===== src/rtl/assert_macros.svh =====
// Assertion helpers for the lexer RTL; the enclosing module supplies clk and rst.
`ifndef ASSERT_MACROS_SVH
`define ASSERT_MACROS_SVH

// Plain property, checked at every clock edge outside reset.
`define CHSL_ASSERT(lbl, prop, msg) \
  lbl: assert property (@(posedge clk) disable iff (rst) prop) else $error(msg);

// Condition in one cycle implies a property in the next.
`define CHSL_ASSERT_NEXT(lbl, pre, post, msg) \
  lbl: assert property (@(posedge clk) disable iff (rst) pre |=> post) else $error(msg);

`endif


===== src/rtl/chsl_pkg.sv =====
// ----------------------------------------------------------------------------
// chsl_pkg
// Shared types, class codes, colors and the keyword table of the C lexer.
// ----------------------------------------------------------------------------
package chsl_pkg;

  typedef logic [2:0] hl_class_t;
  typedef logic [3:0] run_t;    // run length of one mark, keywords are at most 8 long
  typedef logic [1:0] quote_t;
  typedef logic [1:0] reg_idx_t;

  localparam hl_class_t CL_NORMAL  = 3'd0;
  localparam hl_class_t CL_COMMENT = 3'd1;
  localparam hl_class_t CL_BLOCK   = 3'd2;
  localparam hl_class_t CL_KW1     = 3'd3;
  localparam hl_class_t CL_KW2     = 3'd4;
  localparam hl_class_t CL_STRING  = 3'd5;
  localparam hl_class_t CL_NUMBER  = 3'd6;

  localparam logic [5:0] COLOR_COMMENT = 6'd36;
  localparam logic [5:0] COLOR_KW1     = 6'd33;
  localparam logic [5:0] COLOR_KW2     = 6'd32;
  localparam logic [5:0] COLOR_STRING  = 6'd35;
  localparam logic [5:0] COLOR_NUMBER  = 6'd31;
  localparam logic [5:0] COLOR_NORMAL  = 6'd37;

  localparam quote_t SQ_NONE   = 2'd0;
  localparam quote_t SQ_DOUBLE = 2'd1;
  localparam quote_t SQ_SINGLE = 2'd2;

  localparam reg_idx_t REG_SYNTAX_ENABLE = 2'd0;
  localparam reg_idx_t REG_HL_STRINGS    = 2'd1;
  localparam reg_idx_t REG_HL_NUMBERS    = 2'd2;

  // Head entries the classifier looks at: longest keyword plus its separator.
  localparam int PEEK_N   = 9;
  localparam int KW_MAX   = 8;
  localparam int KW_COUNT = 23;

  localparam logic [63:0] KW_WORD [KW_COUNT] = '{
    64'("switch"), 64'("if"), 64'("while"), 64'("for"), 64'("break"),
    64'("continue"), 64'("return"), 64'("else"), 64'("struct"), 64'("union"),
    64'("typedef"), 64'("static"), 64'("enum"), 64'("class"), 64'("case"),
    64'("int"), 64'("long"), 64'("double"), 64'("float"), 64'("char"),
    64'("unsigned"), 64'("signed"), 64'("void")
  };
  localparam run_t KW_LEN [KW_COUNT] = '{
    4'd6, 4'd2, 4'd5, 4'd3, 4'd5, 4'd8, 4'd6, 4'd4, 4'd6, 4'd5, 4'd7, 4'd6,
    4'd4, 4'd5, 4'd4, 4'd3, 4'd4, 4'd6, 4'd5, 4'd4, 4'd8, 4'd6, 4'd4
  };
  localparam hl_class_t KW_CLS [KW_COUNT] = '{
    CL_KW1, CL_KW1, CL_KW1, CL_KW1, CL_KW1, CL_KW1, CL_KW1, CL_KW1, CL_KW1,
    CL_KW1, CL_KW1, CL_KW1, CL_KW1, CL_KW1, CL_KW1,
    CL_KW2, CL_KW2, CL_KW2, CL_KW2, CL_KW2, CL_KW2, CL_KW2, CL_KW2
  };

  // Per-row lexer state plus the open block comment flag.
  typedef struct packed {
    logic      in_block;
    quote_t    quote;
    logic      after_sep;
    hl_class_t prev_class;
  } lex_state_t;

  // One classification: class and how many head characters it covers.
  typedef struct packed {
    hl_class_t cls;
    run_t      len;
  } mark_t;

  function automatic logic is_sep(logic [7:0] c);
    return (c == 8'h00) || (c == 8'h20) || ((c >= 8'h09) && (c <= 8'h0D)) ||
           (c == 8'h2C) || (c == 8'h2E) || (c == 8'h28) || (c == 8'h29) ||
           (c == 8'h2B) || (c == 8'h2D) || (c == 8'h2F) || (c == 8'h2A) ||
           (c == 8'h3D) || (c == 8'h7E) || (c == 8'h25) || (c == 8'h3C) ||
           (c == 8'h3E) || (c == 8'h5B) || (c == 8'h5D) || (c == 8'h3B);
  endfunction

  function automatic logic [5:0] color_of(hl_class_t cls);
    logic [5:0] col;
    case (cls)
      CL_COMMENT, CL_BLOCK: col = COLOR_COMMENT;
      CL_KW1:               col = COLOR_KW1;
      CL_KW2:               col = COLOR_KW2;
      CL_STRING:            col = COLOR_STRING;
      CL_NUMBER:            col = COLOR_NUMBER;
      default:              col = COLOR_NORMAL;
    endcase
    return col;
  endfunction

endpackage


===== src/rtl/c_syntax_highlight_lexer_unit.sv =====
// ----------------------------------------------------------------------------
// c_syntax_highlight_lexer_unit
// Streaming C syntax highlighter, one character item in, one class item out.
// ----------------------------------------------------------------------------
// Input channel (item_valid/item_stall): one character of a row with its
// row_start, last_in_row and carry_comment marks. Output channel
// (res_valid/res_stall): one item per character, oldest first, with class,
// ANSI color, row_end, open_comment_out and last_of_run.
// Config channel (cfg_valid/cfg_ready, always ready): index 0 syntax_enable,
// 1 highlight_strings, 2 highlight_numbers; write only while idle.
// Characters wait in a LOOKAHEAD-entry window until it is full or the row ends;
// then the head is classified and its run (1..8 characters) drains one result
// per cycle unless the output stalls. Throughput is one character per cycle
// when input is not held off, set by the window's single shift/append port. A
// character's result leaves LOOKAHEAD-1 characters later, or in the row-end
// flush, via the output register. The flush emits one result per cycle unless
// the output stalls; input is held off until it ends. A row_start item waits
// until a running mark has drained. Reset (rst, synchronous): window empty,
// state cleared, syntax disabled, strings and numbers enabled. A stall on the
// output freezes the engine and fills the window, after which item_stall rises.
module c_syntax_highlight_lexer_unit #(
  parameter int LOOKAHEAD = 9
) (
  input  logic       clk,
  input  logic       rst,
  input  logic       item_valid,
  output logic       item_stall,
  input  logic [7:0] ch,
  input  logic       row_start,
  input  logic       last_in_row,
  input  logic       carry_comment,
  output logic       res_valid,
  input  logic       res_stall,
  output logic [2:0] hl_class,
  output logic [5:0] color,
  output logic       row_end,
  output logic       open_comment_out,
  output logic       last_of_run,
  input  logic       cfg_valid,
  output logic       cfg_ready,
  input  logic [1:0] cfg_index,
  input  logic       cfg_data
);

`include "assert_macros.svh"

  localparam int CW = $clog2(LOOKAHEAD + 1);

  // configuration
  logic syntax_enable;
  logic hl_strings;
  logic hl_numbers;

  // engine state
  logic [CW-1:0]        pending;
  logic [7:0]           peek [chsl_pkg::PEEK_N];
  chsl_pkg::run_t       run_left;
  chsl_pkg::hl_class_t  run_cls;
  logic                 run_flush;   // current run belongs to a row-end flush
  logic                 flushing;
  chsl_pkg::lex_state_t st;

  chsl_pkg::mark_t      mk;
  chsl_pkg::lex_state_t st_cls;
  chsl_pkg::lex_state_t st_eff;

  logic                 due;
  logic                 out_free;
  logic                 adv;
  logic                 classify;
  logic                 accept;
  logic                 final_flush;
  logic                 rf;
  chsl_pkg::run_t       k_eff;
  chsl_pkg::run_t       run_after;
  chsl_pkg::hl_class_t  emit_cls;
  chsl_pkg::hl_class_t  shown;

  assign cfg_ready = 1'b1;

  always_ff @(posedge clk) begin
    if (rst) begin
      syntax_enable <= 1'b0;
      hl_strings    <= 1'b1;
      hl_numbers    <= 1'b1;
    end else if (cfg_valid) begin
      case (cfg_index)
        chsl_pkg::REG_SYNTAX_ENABLE: syntax_enable <= cfg_data;
        chsl_pkg::REG_HL_STRINGS:    hl_strings    <= cfg_data;
        chsl_pkg::REG_HL_NUMBERS:    hl_numbers    <= cfg_data;
        default: ;
      endcase
    end
  end

  // Head classification is due when the window is full or a flush is running,
  // and no earlier mark is still draining.
  assign due      = (run_left == '0) &&
                    ((pending == CW'(LOOKAHEAD)) || (flushing && (pending != '0)));
  assign out_free = !res_valid || !res_stall;
  assign adv      = ((run_left != '0) || due) && out_free;
  assign classify = due && out_free;

  assign item_stall = flushing || ((pending == CW'(LOOKAHEAD)) && !adv) ||
                      (row_start && ((run_left != '0) || (pending == CW'(LOOKAHEAD))));
  assign accept     = item_valid && !item_stall;

  chsl_window #(
    .LOOKAHEAD(LOOKAHEAD)
  ) u_window (
    .clk     (clk),
    .rst     (rst),
    .shift   (adv),
    .push    (accept),
    .clear   (accept && row_start),
    .din     (ch),
    .pending (pending),
    .peek    (peek)
  );

  chsl_classify u_classify (
    .peek          (peek),
    .more_than_one (pending > CW'(1)),
    .hl_strings    (hl_strings),
    .hl_numbers    (hl_numbers),
    .st            (st),
    .mk            (mk),
    .st_next       (st_cls)
  );

  // A mark never covers more characters than are waiting.
  always_comb begin
    if (CW'(mk.len) > pending) begin
      k_eff = chsl_pkg::run_t'(pending);
    end else begin
      k_eff = mk.len;
    end
    emit_cls    = classify ? mk.cls : run_cls;
    run_after   = classify ? (k_eff - 4'd1) : (run_left - 4'd1);
    rf          = classify ? flushing : run_flush;
    final_flush = flushing && (pending == CW'(1));
    st_eff      = classify ? st_cls : st;
    shown       = syntax_enable ? emit_cls : chsl_pkg::CL_NORMAL;
  end

  always_ff @(posedge clk) begin
    if (rst) begin
      run_left  <= '0;
      run_cls   <= chsl_pkg::CL_NORMAL;
      run_flush <= 1'b0;
      flushing  <= 1'b0;
      st        <= '{in_block: 1'b0, quote: chsl_pkg::SQ_NONE, after_sep: 1'b1,
                     prev_class: chsl_pkg::CL_NORMAL};
    end else begin
      if (adv) begin
        run_left <= run_after;
        if (classify) begin
          run_cls   <= mk.cls;
          run_flush <= flushing;
        end
        // row end: row state restarts, open comment carries on
        if (final_flush) begin
          flushing <= 1'b0;
          st       <= '{in_block: st_eff.in_block, quote: chsl_pkg::SQ_NONE,
                        after_sep: 1'b1, prev_class: chsl_pkg::CL_NORMAL};
        end else if (classify) begin
          st <= st_cls;
        end
      end
      if (accept) begin
        if (row_start) begin
          st <= '{in_block: carry_comment, quote: chsl_pkg::SQ_NONE, after_sep: 1'b1,
                  prev_class: chsl_pkg::CL_NORMAL};
        end
        if (last_in_row) begin
          flushing <= 1'b1;
        end
      end
    end
  end

  // output register
  always_ff @(posedge clk) begin
    if (rst) begin
      res_valid <= 1'b0;
    end else if (out_free) begin
      res_valid <= adv;
    end
    if (adv) begin
      hl_class         <= shown;
      color            <= chsl_pkg::color_of(shown);
      row_end          <= final_flush;
      open_comment_out <= final_flush && syntax_enable && st_eff.in_block;
      last_of_run      <= final_flush || (!rf && (run_after == '0));
    end
  end

  `CHSL_ASSERT(a_pending_max, (pending <= CW'(LOOKAHEAD)), "window overfilled")
  `CHSL_ASSERT(a_run_fits, (CW'(run_left) <= pending), "run longer than window")
  `CHSL_ASSERT(a_row_end_last, (res_valid && row_end |-> last_of_run), "row end not last")
  `CHSL_ASSERT(a_flush_stalls, (flushing |-> item_stall), "item taken during flush")
  `CHSL_ASSERT_NEXT(a_flush_starts, (accept && last_in_row), flushing, "flush did not start")

endmodule


===== src/rtl/chsl_window.sv =====
// ----------------------------------------------------------------------------
// chsl_window
// Lookahead window: drops the head by one, appends at the tail, clears on row start.
// ----------------------------------------------------------------------------
module chsl_window #(
  parameter int LOOKAHEAD = 9
) (
  input  logic                           clk,
  input  logic                           rst,
  input  logic                           shift,
  input  logic                           push,
  input  logic                           clear,
  input  logic [7:0]                     din,
  output logic [$clog2(LOOKAHEAD+1)-1:0] pending,
  output logic [7:0]                     peek [chsl_pkg::PEEK_N]
);

  localparam int CW = $clog2(LOOKAHEAD + 1);

  logic [7:0]    win      [LOOKAHEAD];
  logic [7:0]    win_next [LOOKAHEAD];
  logic [CW-1:0] pending_next;
  logic [CW-1:0] base;

  always_comb begin
    base = clear ? '0 : (pending - CW'(shift));
    for (int i = 0; i < LOOKAHEAD; i++) begin
      if (shift && (i + 1 < LOOKAHEAD)) begin
        win_next[i] = win[(i + 1) % LOOKAHEAD];
      end else begin
        win_next[i] = win[i];
      end
      if (push && (base == CW'(i))) begin
        win_next[i] = din;
      end
    end
    pending_next = base + CW'(push);
  end

  always_comb begin
    for (int j = 0; j < chsl_pkg::PEEK_N; j++) begin
      peek[j] = (CW'(j) < pending) ? win[j] : 8'h00;
    end
  end

  always_ff @(posedge clk) begin
    win <= win_next;
    if (rst) begin
      pending <= '0;
    end else begin
      pending <= pending_next;
    end
  end

endmodule


===== src/rtl/chsl_classify.sv =====
// ----------------------------------------------------------------------------
// chsl_classify
// Classifies the window head: comments, strings, numbers, whole-word keywords.
// ----------------------------------------------------------------------------
module chsl_classify (
  input  logic                   [7:0] peek [chsl_pkg::PEEK_N],
  input  logic                         more_than_one,
  input  logic                         hl_strings,
  input  logic                         hl_numbers,
  input  chsl_pkg::lex_state_t         st,
  output chsl_pkg::mark_t              mk,
  output chsl_pkg::lex_state_t         st_next
);

  logic                kw_hit;
  chsl_pkg::mark_t     kw_mark;
  logic                match;
  logic [7:0]          c0;
  logic [7:0]          c1;
  logic                digit;

  // Keyword search, first table entry wins.
  always_comb begin
    kw_hit  = 1'b0;
    kw_mark = '0;
    for (int n = chsl_pkg::KW_COUNT - 1; n >= 0; n--) begin
      match = 1'b1;
      for (int j = 0; j < chsl_pkg::KW_MAX; j++) begin
        if ((j < int'(chsl_pkg::KW_LEN[n])) &&
            (peek[j] != chsl_pkg::KW_WORD[n][8*(int'(chsl_pkg::KW_LEN[n])-1-j) +: 8])) begin
          match = 1'b0;
        end
      end
      if (match && chsl_pkg::is_sep(peek[chsl_pkg::KW_LEN[n]])) begin
        kw_hit  = 1'b1;
        kw_mark = '{cls: chsl_pkg::KW_CLS[n], len: chsl_pkg::KW_LEN[n]};
      end
    end
  end

  always_comb begin
    c0      = peek[0];
    c1      = peek[1];
    digit   = (c0 >= 8'h30) && (c0 <= 8'h39);
    st_next = st;
    mk      = '{cls: chsl_pkg::CL_NORMAL, len: 4'd1};
    if (st.prev_class == chsl_pkg::CL_COMMENT) begin
      mk.cls = chsl_pkg::CL_COMMENT;
    end else if ((st.quote == chsl_pkg::SQ_NONE) && !st.in_block &&
                 (c0 == 8'h2F) && (c1 == 8'h2F)) begin
      mk.cls = chsl_pkg::CL_COMMENT;
    end else if ((st.quote == chsl_pkg::SQ_NONE) && st.in_block) begin
      mk.cls = chsl_pkg::CL_BLOCK;
      if ((c0 == 8'h2A) && (c1 == 8'h2F)) begin
        mk.len            = 4'd2;
        st_next.in_block  = 1'b0;
        st_next.after_sep = 1'b1;
      end
    end else if ((st.quote == chsl_pkg::SQ_NONE) && (c0 == 8'h2F) && (c1 == 8'h2A)) begin
      mk               = '{cls: chsl_pkg::CL_BLOCK, len: 4'd2};
      st_next.in_block = 1'b1;
    end else if (hl_strings && (st.quote != chsl_pkg::SQ_NONE)) begin
      mk.cls = chsl_pkg::CL_STRING;
      if ((c0 == 8'h5C) && more_than_one) begin
        mk.len = 4'd2;
      end else begin
        if (((st.quote == chsl_pkg::SQ_DOUBLE) && (c0 == 8'h22)) ||
            ((st.quote == chsl_pkg::SQ_SINGLE) && (c0 == 8'h27))) begin
          st_next.quote = chsl_pkg::SQ_NONE;
        end
        st_next.after_sep = 1'b1;
      end
    end else if (hl_strings && ((c0 == 8'h22) || (c0 == 8'h27))) begin
      mk.cls        = chsl_pkg::CL_STRING;
      st_next.quote = (c0 == 8'h22) ? chsl_pkg::SQ_DOUBLE : chsl_pkg::SQ_SINGLE;
    end else if (hl_numbers &&
                 ((digit && (st.after_sep || (st.prev_class == chsl_pkg::CL_NUMBER))) ||
                  ((c0 == 8'h2E) && (st.prev_class == chsl_pkg::CL_NUMBER)))) begin
      mk.cls            = chsl_pkg::CL_NUMBER;
      st_next.after_sep = 1'b0;
    end else if (st.after_sep && kw_hit) begin
      mk                = kw_mark;
      st_next.after_sep = 1'b0;
    end else begin
      st_next.after_sep = chsl_pkg::is_sep(c0);
    end
    st_next.prev_class = mk.cls;
  end

endmodule

===== config.mk =====
export PLATFORM = sky130hd
export DESIGN_NAME = c_syntax_highlight_lexer_unit
export DESIGN_NICKNAME = d
export VERILOG_FILES = /design/src/rtl/chsl_pkg.sv /design/src/rtl/c_syntax_highlight_lexer_unit.sv /design/src/rtl/chsl_window.sv /design/src/rtl/chsl_classify.sv
export VERILOG_INCLUDE_DIRS = /design/src /design/src/rtl
export SDC_FILE = /design/constraint.sdc
export NUM_CORES = 1
export LEC_CHECK = 0
export BUFFER_PORTS_ARGS = -buffer_cell sky130_fd_sc_hd__buf_2
export CAP_MARGIN = 10
export CORE_ASPECT_RATIO = 1.1
export CORE_MARGIN = 2
export CORE_UTILIZATION = 45
export DETAILED_ROUTE_END_ITERATION = 6
export GPL_TIMING_DRIVEN = 0
export PLACE_DENSITY_LB_ADDON = 0.2
export SETUP_SLACK_MARGIN = 0.5
export SLEW_MARGIN = 10
export SYNTH_ARGS = -nofsm -noshare
export SYNTH_HDL_FRONTEND = slang
export SYNTH_SLANG_ARGS = --single-unit
export TNS_END_PERCENT = 30

===== constraint.sdc =====
create_clock -name clk -period 6.6 [get_ports clk]
set_clock_uncertainty 0.15 [all_clocks]
set_input_delay 0.66 -clock clk [delete_from_list [all_inputs] [get_ports clk]]
set_output_delay 0.66 -clock clk [all_outputs]
set_load 0.1 [all_outputs]

; ---- Word-level counts from Yosys, hierarchy flattened
; Index checks and enable logic that the tools add are counted.
; Widths: inputs -> output; s select.
[totals]
ff_bits = 108
input_bits = 19
output_inout_bits = 15
wordCells = 775
[classes]
addsub = 4
magnitude_cmp = 29
eq_ne = 235
n_mux = 222
reduce_logical = 258
[ops]
columns = operator, n
row1 = $eq 8x6->1 const B, 116
row2 = $ne 8x7->1 const B, 72
row3 = $mux 7, 31
row4 = $eq 8x7->1 const B, 25
row5 = $mux 8, 25
row6 = $logic_or 1x1->1, 155
row7 = $mux 1, 140
row8 = $logic_and 1x1->1, 69
row9 = $ge 8x4->1 const B, 8
row10 = $le 8x4->1 const B, 8
row11 = $logic_not 8->1, 8
row12 = $mux 4, 9
row13 = $pmux 6 s5, 1
row14 = $mux 3, 9
row15 = $reduce_bool 2->1, 9
row16 = $eq 4x3->1 const B, 4
row17 = $lt 3x4->1 const A, 4
row18 = $eq 3x3->1 const B, 4
row19 = $logic_not 4->1, 3
row20 = $mux 2, 6
row21 = $eq 4x1->1 const B, 2
row22 = $eq 4x2->1 const B, 2
row23 = $eq 4x4->1 const B, 2
row24 = $ge 8x6->1 const B, 1
row25 = 19 further kinds, 35

; ---- Depth between registers and ports, before layout
[logic_depth]
word_depth = 61
depth_mapped = 25
depth_no_buf = 23

; ---- Cells and area by module
; Synthesis repeated with hierarchy kept, for this count alone.
[unflattened]
cells_unflattened = 890
area_unflattened_um2 = 8290.5
[by_module_without_submodules]
columns = mod, instances, cells_per_inst, area_each_um2, seq_area_each_um2
row1 = chsl_window, 1, 279, 3865.0, 2242.2
row2 = chsl_classify, 1, 429, 2697.6, 0.0
row3 = c_syntax_highlight_lexer_unit, 1, 182, 1727.9, 730.7

; ---- Least setup slack after synthesis
; Ideal clock, no wire load.
[synth_timing]
kind = flip-flop to flip-flop
startpoint = reg u_window.pending[0]
endpoint = reg last_of_run, data pin
setup_time_ps = 268
t_arrival_ps = 4521
slack_ps = 1661
path_stages_with_launch = 22
path_buffers = 2
period_less_slack_ps = 4939
cell_sequence = dfxtp_1 -> buf_6 -> or4_4 -> and3_1 -> buf_6 -> nand4_1 -> nor4_1 -> o2111ai_1 -> o211ai_1 -> a221o_1 -> o41ai_1 -> nor2_1 -> ha_1 -> o21ai_0 -> nand2b_1 -> a21oi_1 -> a41o_1 -> and2_1 -> a221oi_1 -> or4b_4 -> xnor2_1 -> o31ai_1
[synth_via]
elab_chain_len = 61
elab_cells_between_ends = 588
classes_between = add/sub: 1 / order compare: 27 / eq/ne: 201 / mux: 172 / reduce/logical: 187
[synth_rtl]
columns = element, line_no
row1 = from (decl), chsl_window.sv:14  ; output logic [$clog2(LOOKAHEAD+1)-1:0] pending,
row2 = from (signal assigned), chsl_window.sv:51  ; pending <= pending_next;
row3 = $lt 3x4->1, chsl_window.sv:42  ; peek[j] = (CW'(j) < pending) ? win[j] : 8'h00;
row4 = $mux 8, chsl_window.sv:42
row5 = "$ge 8x4->1, or another cell as far along", chsl_pkg.sv:72  ; return (c == 8'h00) || (c == 8'h20) || ((c >= 8'h09) && (c <= 8'h0D)) ||
row6 = $logic_and 1x1->1 / $logic_or 1x1->1 (equally long branches), chsl_pkg.sv:72
row7 = $logic_or 1x1->1 (2 in a row), chsl_pkg.sv:72
row8 = $logic_or 1x1->1 (4 in a row), chsl_pkg.sv:73  ; (c == 8'h2C) || (c == 8'h2E) || (c == 8'h28) || (c == 8'h29) ||
row9 = $logic_or 1x1->1 (4 in a row), chsl_pkg.sv:74  ; (c == 8'h2B) || (c == 8'h2D) || (c == 8'h2F) || (c == 8'h2A) ||
row10 = $logic_or 1x1->1 (4 in a row), chsl_pkg.sv:75  ; (c == 8'h3D) || (c == 8'h7E) || (c == 8'h25) || (c == 8'h3C) ||
row11 = (+35 left out), --
row12 = $mux 4, chsl_classify.sv:47  ; if (st.prev_class == chsl_pkg::CL_COMMENT) begin
row13 = $gt 4x4->1, c_syntax_highlight_lexer_unit.sv:133  ; if (CW'(mk.len) > pending) begin
row14 = $mux 4, c_syntax_highlight_lexer_unit.sv:133
row15 = $sub 4x1->4, c_syntax_highlight_lexer_unit.sv:139  ; run_after = classify ? (k_eff - 4'd1) : (run_left - 4'd1);
row16 = $mux 4, c_syntax_highlight_lexer_unit.sv:139
row17 = $logic_not 4->1, c_syntax_highlight_lexer_unit.sv:194  ; last_of_run <= final_flush || (!rf && (run_after == '0));
row18 = $logic_and 1x1->1, c_syntax_highlight_lexer_unit.sv:194
row19 = $logic_or 1x1->1 (*), c_syntax_highlight_lexer_unit.sv:194
row20 = to (signal assigned), c_syntax_highlight_lexer_unit.sv:194
row21 = to (decl), c_syntax_highlight_lexer_unit.sv:38  ; output logic last_of_run,
; Mark *: on every way between the ends. The rest lies on a longest branch, timed or not.
; A chain may end at the register's enable or synchronous reset.

; ---- Final worst setup path
[layout_timing]
startpoint = reg u_window.win[51] (netlist bit)
endpoint = reg last_of_run, data pin
[layout_via]
elab_chain_len = 46
elab_cells_between_ends = 206
classes_between = add/sub: 1 / order compare: 3 / eq/ne: 28 / mux: 127 / reduce/logical: 47
[layout_rtl]
columns = element, line_no
row1 = from (decl), chsl_window.sv:20  ; logic [7:0] win [LOOKAHEAD];
row2 = from (signal assigned), chsl_window.sv:47  ; win <= win_next;
row3 = $mux 8 (*), chsl_window.sv:42
row4 = $ne 8x7->1, chsl_classify.sv:30  ; (peek[j] != chsl_pkg::KW_WORD[n][8*(int'(chsl_pkg::KW_LEN[n])-1-j) +: 8])) begin
row5 = $mux 1 (6 in a row), chsl_classify.sv:29  ; if ((j < int'(chsl_pkg::KW_LEN[n])) &&
row6 = $logic_and 1x1->1, chsl_classify.sv:34  ; if (match && chsl_pkg::is_sep(peek[chsl_pkg::KW_LEN[n]])) begin
row7 = $mux 1 (21 in a row), chsl_classify.sv:34
row8 = $logic_and 1x1->1, chsl_classify.sv:81  ; end else if (st.after_sep && kw_hit) begin
row9 = $mux 7 (*), chsl_classify.sv:81
row10 = $mux 4 (*), chsl_classify.sv:76  ; end else if (hl_numbers &&
row11 = (+5 left out), --
row12 = $mux 4 (*), chsl_classify.sv:47
row13 = $gt 4x4->1, c_syntax_highlight_lexer_unit.sv:133
row14 = $mux 4 (*), c_syntax_highlight_lexer_unit.sv:133
row15 = $sub 4x1->4 (*), c_syntax_highlight_lexer_unit.sv:139
row16 = $mux 4 (*), c_syntax_highlight_lexer_unit.sv:139
row17 = $logic_not 4->1 (*), c_syntax_highlight_lexer_unit.sv:194
row18 = $logic_and 1x1->1 (*), c_syntax_highlight_lexer_unit.sv:194
row19 = $logic_or 1x1->1 (*), c_syntax_highlight_lexer_unit.sv:194
; Marked as above.

==> out/summary.txt <==
outcome = finished clean
io pins = 34
clock transition at the registers of the reported paths = 90 ps
total power draw = 4.41 mW
final setup fails = 0
RSZ-0062 raised after global routing = true
Worst-Margin Slew = 1150 ps
Yosys reg bits = 107
layout cells sized above 1 = 18.0%
met2 Usage GRT = 48.3%
# rows = 52
Min Clock Period, post-route = 5820 ps
Sink Count = 107
WHS = 343 ps
DP Cell Count = 1245
Seq/Total Area, Yosys = 35.5%
CP Data Arrival Time = 5790 ps
GR met1 Demand/Resource = 40.5%
layer with the highest usage = met2
Overall Global Routing Usage = 30.4%
post-synth top area share = 29.8%
CTS tree = built
Core Box Area = 18300 um2
Max clock buf depth = 2
final period utilization = 88.2%
area grow syn2layout = 11.2%
GPL Wtd Cong = 1.07
Post-Syn Area = 8370 um2
total grt overflow = 0
Synth area leaders = edfxtp_1 (30%), mux2_2 (7.5%), dfxtp_1 (5.7%)
initial antenna violation count = 0
total wire length = 29800 um
total CTS buffers = 9
DRT antenna net count = 0
post-layout net count = 1043
final hold violation count = 0
pre-CTS WS = 588 ps
CP Capture Type = flip-flop
Post-synth EDFFs = 83
clk_lat worst skew = 380 ps
Critical Path Max Stage Delay = 580 ps
Achievable Freq = 0.172 GHz
Mapped Nets = 998
vias in the first global route = 7492
Die Area = 19700 um2
Slew HR = 22.8%
Design Area, Final = 9300 um2
Port Buffer Count = 32
Pins Over Slew Limit = 0
final worst slack = 776 ps
largest net degree at the start of global routing = 22
Async SR Flop Fraction = 0%
Vias = 8144
root buf cell = clkbuf_16
count leader, synth = nand2_1
Worst Path Buf+Inv = 1
Syn Area/Cell = 8.63 um2
GR Util met3 = 5.11%
CP Max Fanout = 10
Synth top cells by count = nand2_1 (93), edfxtp_1 (83), nor2_1 (82), nor3_1 (59), mux2_2 (56)
Die Ht = 147 um
Slowest cell on crit path = or4_1
crit-path cells = clkbuf_1 > or4b_1 > or4_1 > or4_1 > o32ai_1 > a211oi_1 > o211ai_1 > o21a_1 > ha_1 > nor2b_1 > o21ai_0 > nand2b_1 > a21oi_1 > a41o_1 > nor2_1 > a21oi_1 > o21ai_0 > or4b_4 > xnor2_1 > o31ai_1
final cell utilization of the core = 50.9%
Max Cap Viol = 0
setup TNS = 0 ps
Yosys top cell by area = edfxtp_1
Post-Syn Instances = 969
VDD IR max = 259 uV
dpl cell area = 8850 um2
Leakage = 3.06 nW
pwr dens = 475 nW/um2
number of inserted diodes = 0
Synth warnings = 0
first-pass GRT wire length = 45500 um
starting DRC count in detailed routing = 713
Die W = 134 um
ys flop type = edfxtp_1
TritonRoute pass-1 iters = 5
Initial Util = 45.8%
CTS Hold Bufs = 0
Crit path max-delay family = simple AND/OR/NAND/NOR gates
Remaining DRCs = 0
Hold/Removal Path Class = reg -> reg
fin cells = 1262
Vias per Instance = 6.45
Synth cell types = 85
critical path class = reg -> reg
Required @ worst endpoint = 6570 ps
number of H-tree levels = 3
wire per inst = 23.6 um
Fillers = 1777
CP Launch Type = flip-flop
Final HPWL DP = 22800 um
-- layout by cell type, fill, tap and decap left out, drive strengths merged, types with 7 or more instances in the layout --
cell type  count
clkbuf        47
inv           31
nor3          60
o21ai         48
or4b           8
xor2           7
and2           7
nor2b         19
o2111ai        7
nor4          47
mux2          56
ha            10
nand3         42
nor4b          9
dfxtp         24
o211ai         7
and3          15
or2           17
a211oi         8
nand4         43
nand4b         7
or4            9
nor2          83
o31ai          8
edfxtp        83
a21oi         36
nand3b        11
nand2         95
nand2b        25
buf           49
xnor2          9
-- cells by family (layout without fill, tap and decap cells) --
kind of cell / count (synthesis) / after routing / share of synthesized area, %
AND/OR/NAND/NOR: 526 / 526 / 35.6
AO/OA/AOI/OAI: 171 / 171 / 13.6
flip-flops: 107 / 107 / 35.5
buffers and inverters: 79 / 129 / 4.10
multiplexers: 59 / 59 / 7.90
XOR/XNOR: 16 / 16 / 1.67
adder cells (fa/ha/maj): 10 / 10 / 1.50
other: 1 / 1 / 0.0448
-- path summary, 6_finish.rpt --
path	depth (start not counted)	slack (ps)	start	end
worst min-delay path	2	340	run_left[0]	run_left[0]
worst min register to register	2	340	run_left[0]	run_left[0]
worst max register to register	20	780	u_window.win[51]	last_of_run
worst max-delay path	20	780	u_window.win[51]	last_of_run
-- tightest hold or removal path: stages, from the launching register on --
cell and delay, ps:
dfxtp_1 340, nand2_1 60, a21oi_1 50
-- sequential cells by signal, indices dropped and copies added (netlist names), 3 cells and up --
signal	count
color	5
hl_class	3
run_cls	3
run_left	4
st	7
u_window.pending	4
u_window.win	72
-- where the power goes --
part / total [mW] / switching, mW / internal, mW / leakage, nW
clock network: 0.583 / 0.290 / 0.293 / 0.157
logic: 2.40 / 1.65 / 0.749 / 1.91
registers: 1.43 / 0.282 / 1.15 / 0.991
-- area by class of cell --
cell class	count	area, um2	area share (%)
Multi-Input combinational cell	783	5180	55.7
Sequential cell	107	2970	32.0
Tap cell	243	304	3.27
Clock buffer	10	250	2.69
Buffer	52	245	2.64
Timing Repair Buffer	34	175	1.88
Inverter	27	101	1.09
Clock inverter	6	70.1	0.753
-- metal layers --
layer	part of all wire (%)	vias to the layer above
met5	0	-
met4	4.4	0
met3	6.9	79
met2	46	353
met1	43	3899
li1	-	3813
-- what timing repair did --
item / in CTS / in global routing
buffers inserted: 0 / 1
gates resized for setup: 0 / 28
setup endpoints to repair: 0 / 108
Power figures use the tool's default switching activity.
